`src/flfa_pkg.sv`:
```
// ----------------------------------------------------------------------------
// flfa_pkg - shared types and constants of the free-list fit allocator
// Table geometry, field widths, status codes and the structs that pass
// between the controller and the row of table cells.
// ----------------------------------------------------------------------------
package flfa_pkg;

    localparam int MAX_ENTRIES = 32;
    localparam int IDX_W       = $clog2(MAX_ENTRIES);
    localparam int CNT_W       = $clog2(MAX_ENTRIES + 1);
    localparam int ADDR_W      = 16;
    localparam int SIZE_W      = 16;
    localparam int BYTES_W     = 21;

    localparam logic [1:0] STAT_OK    = 2'd0;
    localparam logic [1:0] STAT_NOFIT = 2'd1;
    localparam logic [1:0] STAT_FULL  = 2'd2;
    localparam logic [1:0] STAT_ZERO  = 2'd3;

    localparam logic CMD_ADD   = 1'b0;
    localparam logic CMD_ALLOC = 1'b1;

    localparam logic POLICY_FIRST = 1'b0;

    typedef struct packed {
        logic [ADDR_W-1:0] start;
        logic [SIZE_W-1:0] size;
        logic              free;
    } entry_t;

    // running best candidate handed from cell to cell during a scan
    typedef struct packed {
        logic              found;
        logic [IDX_W-1:0]  idx;
        logic [ADDR_W-1:0] start;
        logic [SIZE_W-1:0] size;
    } token_t;

    typedef struct packed {
        logic [SIZE_W-1:0] req;
        logic              policy;
        logic [CNT_W-1:0]  count;
    } search_t;

    typedef enum logic [1:0] {
        UPD_NONE,
        UPD_ADD,
        UPD_ALLOC
    } upd_kind_t;

    typedef struct packed {
        upd_kind_t         kind;
        logic [IDX_W-1:0]  tgt;
        logic              split;
        logic [SIZE_W-1:0] req;
        entry_t            fresh;
    } upd_t;

endpackage

```
`src/flfa_cell.sv`:
```
// ----------------------------------------------------------------------------
// flfa_cell - one table entry of the allocator
// Holds start, size and free mark of one region, folds itself into the
// best-candidate token on its way down the row, and takes part in appends,
// grants and the shift that opens a slot for a split remainder.
// ----------------------------------------------------------------------------
module flfa_cell (
    input  logic                         aclk,
    input  logic [flfa_pkg::IDX_W-1:0]   cell_idx,
    input  flfa_pkg::search_t            search,
    input  flfa_pkg::upd_t               upd,
    input  flfa_pkg::token_t             tok_in,
    output flfa_pkg::token_t             tok_out,
    input  flfa_pkg::entry_t             left_entry,
    output flfa_pkg::entry_t             entry
);

    flfa_pkg::entry_t entry_reg;
    flfa_pkg::entry_t entry_next;
    flfa_pkg::token_t tok_reg;
    flfa_pkg::token_t tok_next;

    logic                       in_table;
    logic                       fits;
    logic                       take;
    logic [flfa_pkg::IDX_W:0]   idx_ext;
    logic [flfa_pkg::IDX_W:0]   tgt_ext;

    assign idx_ext  = {1'b0, cell_idx};
    assign tgt_ext  = {1'b0, upd.tgt} + {{flfa_pkg::IDX_W{1'b0}}, 1'b1};
    assign in_table = flfa_pkg::CNT_W'(cell_idx) < search.count;
    assign fits     = in_table && entry_reg.free && (entry_reg.size >= search.req);
    // best fit replaces only on a strictly smaller size, so ties stay earliest
    assign take     = fits && (!tok_in.found ||
                      ((search.policy != flfa_pkg::POLICY_FIRST) &&
                       (entry_reg.size < tok_in.size)));

    always_comb begin
        if (take) begin
            tok_next.found = 1'b1;
            tok_next.idx   = cell_idx;
            tok_next.start = entry_reg.start;
            tok_next.size  = entry_reg.size;
        end else begin
            tok_next = tok_in;
        end
    end

    always_comb begin
        entry_next = entry_reg;
        case (upd.kind)
            flfa_pkg::UPD_ADD: begin
                if (cell_idx == upd.tgt) begin
                    entry_next = upd.fresh;
                end
            end
            flfa_pkg::UPD_ALLOC: begin
                if (cell_idx == upd.tgt) begin
                    entry_next.size = upd.req;
                    entry_next.free = 1'b0;
                end else if (upd.split && (idx_ext == tgt_ext)) begin
                    entry_next = upd.fresh;
                end else if (upd.split && (idx_ext > tgt_ext)) begin
                    entry_next = left_entry;
                end
            end
            default: begin
                entry_next = entry_reg;
            end
        endcase
    end

    always_ff @(posedge aclk) begin
        entry_reg <= entry_next;
        tok_reg   <= tok_next;
    end

    assign entry   = entry_reg;
    assign tok_out = tok_reg;

endmodule
```
`config.mk`:
```
export PLATFORM = sky130hd
export DESIGN_NAME = flfa_cell
export DESIGN_NICKNAME = d
export VERILOG_FILES = /design/src/flfa_pkg.sv /design/src/flfa_cell.sv
export SDC_FILE = /design/constraint.sdc
export NUM_CORES = 1
export LEC_CHECK = 0
export BUFFER_PORTS_ARGS = -buffer_cell sky130_fd_sc_hd__buf_2
export CORE_ASPECT_RATIO = 1.25
export CORE_MARGIN = 2
export CORE_UTILIZATION = 30
export CTS_BUF_LIST = sky130_fd_sc_hd__clkbuf_4 sky130_fd_sc_hd__clkbuf_8
export DETAILED_ROUTE_END_ITERATION = 12
export PLACE_DENSITY_LB_ADDON = 0.05
export SYNTH_ARGS = -nofsm -noshare
export SYNTH_HDL_FRONTEND = slang
export SYNTH_SLANG_ARGS = --single-unit
```
`constraint.sdc`:
```
create_clock -name aclk -period 4.2 [get_ports aclk]
set_clock_uncertainty 0.2 [all_clocks]
set_input_delay 0.84 -clock aclk [delete_from_list [all_inputs] [get_ports aclk]]
set_output_delay 0.84 -clock aclk [all_outputs]
set_load 0.005 [all_outputs]
```
==> results of run 1 <==
cell families (layout without fill, tap and decap cells):
family | count (synthesis) | after routing | synth area share [%]
and+or+nand+nor | 107 | 107 | 12.0
AOI/OAI and AO/OA | 71 | 71 | 12.0
DFF | 71 | 71 | 44.5
buffers and inverters | 54 | 290 | 5.72
adders and majority gates | 43 | 43 | 13.7
muxes | 37 | 37 | 10.6
xor gates and xnor gates | 7 | 7 | 1.56
synth_stat cells (all sizes together), types with 2 or more instances:
library cell	instances
a21o	7
a21oi	26
a31oi	2
buf	3
clkbuf	10
dfxtp	38
edfxtp	33
ha	43
inv	41
mux2	37
nand2	58
nand2b	4
nand3	9
nand4	4
nor2	20
nor2b	4
nor3	2
o21ai	7
o21bai	2
o22ai	17
xnor2	4
xor2	3
area by class of cell:
type	count	area share, %
well taps	168	3.81
repair buffers	233	21.4
flip-flops and latches	71	31.8
inverters	41	2.79
multi-input cells	265	35.8
clock buffers	9	2.25
clock inverters	7	2.20
worst max-delay path by stage:
stage,end,from,slack (ps),depth (start not counted)
4_1_cts,tok_out[27]$_DFF_P_,tok_in[2],1020,10
3_5_place_dp,tok_out[25]$_DFF_P_,tok_in[2],620,10
2_1_floorplan,entry[0]$_DFFE_PP_,cell_idx[0],750,7
6_report,tok_out[26]$_DFF_P_,tok_in[11],1050,10
5_1_grt,tok_out[27]$_DFF_P_,tok_in[2],860,10
3_3_place_gp,tok_out[24]$_DFF_P_,tok_in[2],690,10
power breakdown:
group          switching (mW)  leakage (nW)  internal (mW)  total (mW)
registers              0.0517         0.634          0.832       0.883
clock network           0.289         0.123          0.397       0.685
logic                   0.243          2.06          0.261       0.504
total                   0.584          2.81           1.49        2.07
metal layers:
| metal | vias up | global-route usage, % |
|---|---|---|
| li1 | 1836 | - |
| met1 | 1673 | 19.4 |
| met2 | 124 | 31.8 |
| met3 | 15 | 3.31 |
| met4 | 0 | 6.93 |
| met5 | - | 0 |
layout by cell type, fill, tap and decap left out, types with 2 or more instances in the layout:
cell type / netlist / final
o21bai_1: 2 / 2
nor2_1: 20 / 20
nand2_1: 58 / 58
nand2b_1: 3 / 3
a21oi_1: 26 / 26
mux2_2: 35 / 35
bufinv_16: 0 / 3
inv_1: 41 / 41
nand3_1: 9 / 9
mux2_1: 2 / 2
ha_1: 43 / 43
o22ai_1: 17 / 16
o21ai_0: 7 / 7
nor3_1: 2 / 2
xnor2_1: 4 / 4
buf_2: 0 / 227
nor2b_1: 4 / 4
nand4_1: 4 / 4
buf_4: 0 / 6
clkinv_4: 0 / 3
edfxtp_1: 33 / 33
a21o_1: 7 / 7
clkbuf_8: 0 / 9
dfxtp_1: 38 / 38
xor2_1: 3 / 3
==> impl_metrics.toml, run 1 <==
[sta]
hold_violations = 0
setup_viol = 0
setup_ws_ps = 1050
finalSetupTns_ps = 0
min_period_ps = 3150
fmax_mhz = 317
slew_violations = 0
slew_headroom_pct = 59.0
holdWs_ps = 299
tightestPinTransition_ps = 613
grt_setup_unrepaired = "false"
fin_crit_sh_pct = 75.1

[finish]
fin_util_pct = 43.2
area_growth_syn_to_layout_pct = 40.1
design_area_mm2 = 0.00551
drive_gt1_share_pct = 46.3
ff_latch_area_mm2 = 0.00175
largest_reg_flops = 38
multi_input_comb_area_mm2 = 0.00197
finalNonFillerCells = 794
nFillCells = 1360
final_net_count = 821
diodes = 0

[cts]
clk_pin_slew_ps = 80
cts_buffers = 9
cts_resized = 0
root_buffer = "clkbuf_8"
clockBufferDepth = 2
holdBufCountCts = 0
worstSkewPairLatency_ps = 360
cts_sinks = 71
cts_tree = "done"
cts_setup_buffers = 0
cts_max_level = 3

[detailed_routing]
wl_met1_um = 4660
top_layer_used = "met4"
drcViolationCount = 0
drt-total-wl_um = 12000
ant_nets = 0
wl_per_cell_um = 15.1
drt_iter0_drc = 84
vias = 3648
drtPass1Iterations = 4
wl_met2_um = 6360
wl_met3_um = 740
vias_per_cell = 4.59

[grt]
grt_pass1_vias = 3860
grtUsageTotal_pct = 17.3
grt_pass1_wl_um = 19000
antenna_found_initial = 0
grt_start_max_net_pins = 38
overflow = 0

[placed_design]
pre_cts_ws_ps = 625
dpl.hpwl_um = 9570
placed_area_mm2 = 0.00527
place.gp.congestion = 0.845
port_buffers = 227
placedCellCount = 778

[setup_path]
end_kind = "flop"
r2r-end = "tok_out[26]$_DFF_P_"
r2r_start = "entry[12]$_DFFE_PP_"
crit_type = "input pin to flop"
cp_data_arrival_time_ps = 3200
crit_family = "buffers and inverters"
critPathSlowestCell = "buf_4"
rrSetupSlack_ps = 1160
reg2reg_depth = 8
cp.required_ps = 4240
cp-start-kind = "input pin"
slowest_delay_ps = 500
crit_buf_inv = 3
critPathMaxFanout = 37
path_cells = "buf_2 -> inv_1 -> ha_1 -> and3_1 -> a221o_1 -> nand2_1 -> nand4_1 -> a211oi_4 -> buf_4 -> mux2_2"

[logic_synthesis]
synth-main-ff-cell = "dfxtp_1"
synth_top_cell_area_share_pct = 25.2
synthTopCellsByArea = "edfxtp_1 25%, dfxtp_1 19%, ha_1 14%, mux2_2 10%, nand2_1 5.5%"
yosysWarnings = 0
synth_seq_cells = 71
synth-seq-area-share_pct = 44.5
yosys.area.top_type = "edfxtp_1"
synth_cell_types = 40
synth-edff-count = 33
async_flop_share_pct = 0
syn_inst = 390
syn_area_mm2 = 0.00394
syn_avg_cell_area_um2 = 10.1
syn-num-nets = 590

[outcome]
outcome = "completed"

[die]
chipHeight_um = 132
die_w_um = 106
initial_core_util_pct = 30.8
pin_count = 228
die_area_mm2 = 0.0141
core_mm2 = 0.0128
rows = 46

[min_path]
whs_path_depth = 1
hp-start = "entry[17]$_DFFE_PP_"
worstHoldEndpoint = "tok_out[16]$_DFF_P_"
hp-class = "flop to flop"

[flow_run]
cap_violations = 0

[pwr]
power_density_mw_per_mm2 = 376
total_power_mw = 2.07
vdd.ir_drop.worst_v = 0.000169
leakage_nw = 2.81
Power figures use the tool's default switching activity.
==> run 2, diff against run 1 <==
==> constraint.sdc (replaced) <==
create_clock -name aclk -period 2.7 [get_ports aclk]
set_clock_uncertainty 0.2 [all_clocks]
set_input_delay 0.54 -clock aclk [delete_from_list [all_inputs] [get_ports aclk]]
set_output_delay 0.54 -clock aclk [all_outputs]
set_load 0.005 [all_outputs]
==> run 2 against run 1 <==
Against the previous run: the run now ends with setup timing left; critical path depth shrank 1; sequential power increased by 56%; worst setup slack worse by 1100 ps; core utilization increased by 3.4 points; clock power grew 31%; global-route usage up 0.55 points; critical endpoint is now tok_out[10]$_DFF_P_; largest cell class unchanged.
==> impl_metrics.toml, run 2 (same netlist as run 1, synthesis figures left out) <==
[sta]
tightestPinTransition_ps = 528
setup_viol = 37
grt_setup_unrepaired = "true"
fin_crit_sh_pct = 102
fmax_mhz = 362
holdWs_ps = 209
finalSetupTns_ps = -1450
hold_violations = 0
min_period_ps = 2760
slew_violations = 0
slew_headroom_pct = 64.8
setup_ws_ps = -59.6

[finish]
ff_latch_area_mm2 = 0.00175
most-common-layout-cells = "227 x buf_2, 58 x nand2_1, 38 x inv_1, 38 x ha_1, 38 x dfxtp_1"
multi_input_comb_area_mm2 = 0.00209
drive_gt1_share_pct = 50.7
area_growth_syn_to_layout_pct = 51.1
final_net_count = 846
final_common_cell = "buf_2"
nFillCells = 1296
largest_reg_flops = 38

[cts]
clockBufferDepth = 2
clk_pin_slew_ps = 90
cts_sinks = 71
root_buffer = "clkbuf_8"
cts_tree = "done"
worstSkewPairLatency_ps = 350
cts_buffers = 9
cts_max_level = 3

[flow_run]
cap_violations = 0

[grt]
grt_start_max_net_pins = 26
grt_pass1_wl_um = 19400
grt_pass1_vias = 3833
antenna_found_initial = 3
grtUsageTotal_pct = 17.9
overflow = 0

[min_path]
hp-class = "input pin to flop"

[placed_design]
pre_cts_ws_ps = -267
place.gp.congestion = 0.758
dpl.hpwl_um = 9630
port_buffers = 227

[detailed_routing]
drtPass1Iterations = 7
ant_nets = 0
drt_iter0_drc = 103
vias_per_cell = 4.47
drt-total-wl_um = 13000
wl_per_cell_um = 15.9
vias = 3663
drcViolationCount = 0

[die]
die_area_mm2 = 0.0141
chipHeight_um = 132
core_mm2 = 0.0128
rows = 46
initial_core_util_pct = 30.8
pin_count = 228
die_w_um = 106

[setup_path]
end_kind = "flop"
crit_type = "flop to flop"
cp.required_ps = 2740
cp_data_arrival_time_ps = 2800
cp-start-kind = "flop"
critPathMaxFanout = 7

[pwr]
power_density_mw_per_mm2 = 545
leakage_nw = 2.98
total_power_mw = 3.24
vdd.ir_drop.worst_v = 0.000332

[outcome]
failed_checks = "setup timing"
outcome = "complete, but fails checks"
## run 2: changes by cell type in the layout (fill, tap and decap cells not counted), sizes merged
cell / previous run / this run
clkinvlp: 0 / 1
inv: 41 / 43
buf: 233 / 255
clkinv: 4 / 3
bufinv: 3 / 1
diode: 0 / 1
clkbuf: 9 / 12
## run 2: cell type report
type / instances / share of cell area (%)
repair buffers: 258 / 25.9
inverters: 41 / 2.59
clock buffers: 9 / 2.08
well taps: 168 / 3.53
multi-input cells: 265 / 35.1
clock inverters: 7 / 1.35
diodes: 1 / 0.0421
flip-flops and latches: 71 / 29.4
## run 2: per-stage QoR
stage	util, %	area, µm²	std cells
after floorplan	-	4010	390
after global placement	43.2	5520	795
after detailed placement	43.2	5520	795
after CTS	45.6	5830	815
after global routing	46.5	5950	819
final	46.6	5950	820
## run 2: power breakdown
part           total [mW]  switching, mW  internal [mW]  leakage (nW)
Combinational       0.965          0.435          0.530          2.25
Clock               0.897          0.459          0.438         0.102
Sequential           1.38         0.0858           1.29         0.634
## run 2: critical path, cell delays in order, from the launching register on
cell	delay, ps
edfxtp_1	500
ha_4	320
and3_4	190
o2111ai_2	80
or4_4	520
nand4_1	150
a211oi_4	90
buf_12	170
buf_16	150
mux2_4	290
## run 2: metal layers
metal | GRT usage [%] | vias up | routed length (µm)
met5 | 0 | - | 33
met2 | 33.0 | 138 | 6810
li1 | - | 1891 | -
met4 | 4.91 | 4 | 125
met3 | 5.34 | 14 | 874
met1 | 19.7 | 1616 | 5190
## run 2: path summary, 6_finish.rpt
kind / from / end / slack, ps / depth (start not counted)
hold / removal: tok_in[18] / tok_out[18]$_DFF_P_ / 210 / 2
setup / recovery: entry[12]$_DFFE_PP_ / tok_out[10]$_DFF_P_ / -60 / 9
hold reg to reg: entry[19]$_DFFE_PP_ / tok_out[18]$_DFF_P_ / 310 / 1
setup reg to reg: entry[12]$_DFFE_PP_ / tok_out[10]$_DFF_P_ / -60 / 9
## run 2: what timing repair did
| item | in CTS | in global routing |
|---|---|---|
| setup endpoints to repair | 37 | 37 |
| buffers inserted | 2 | 1 |
| cloned | 2 | 4 |
| hold buffers | 0 | 0 |
| pin swaps | 8 | 7 |
| gates resized for setup | 7 | 5 |
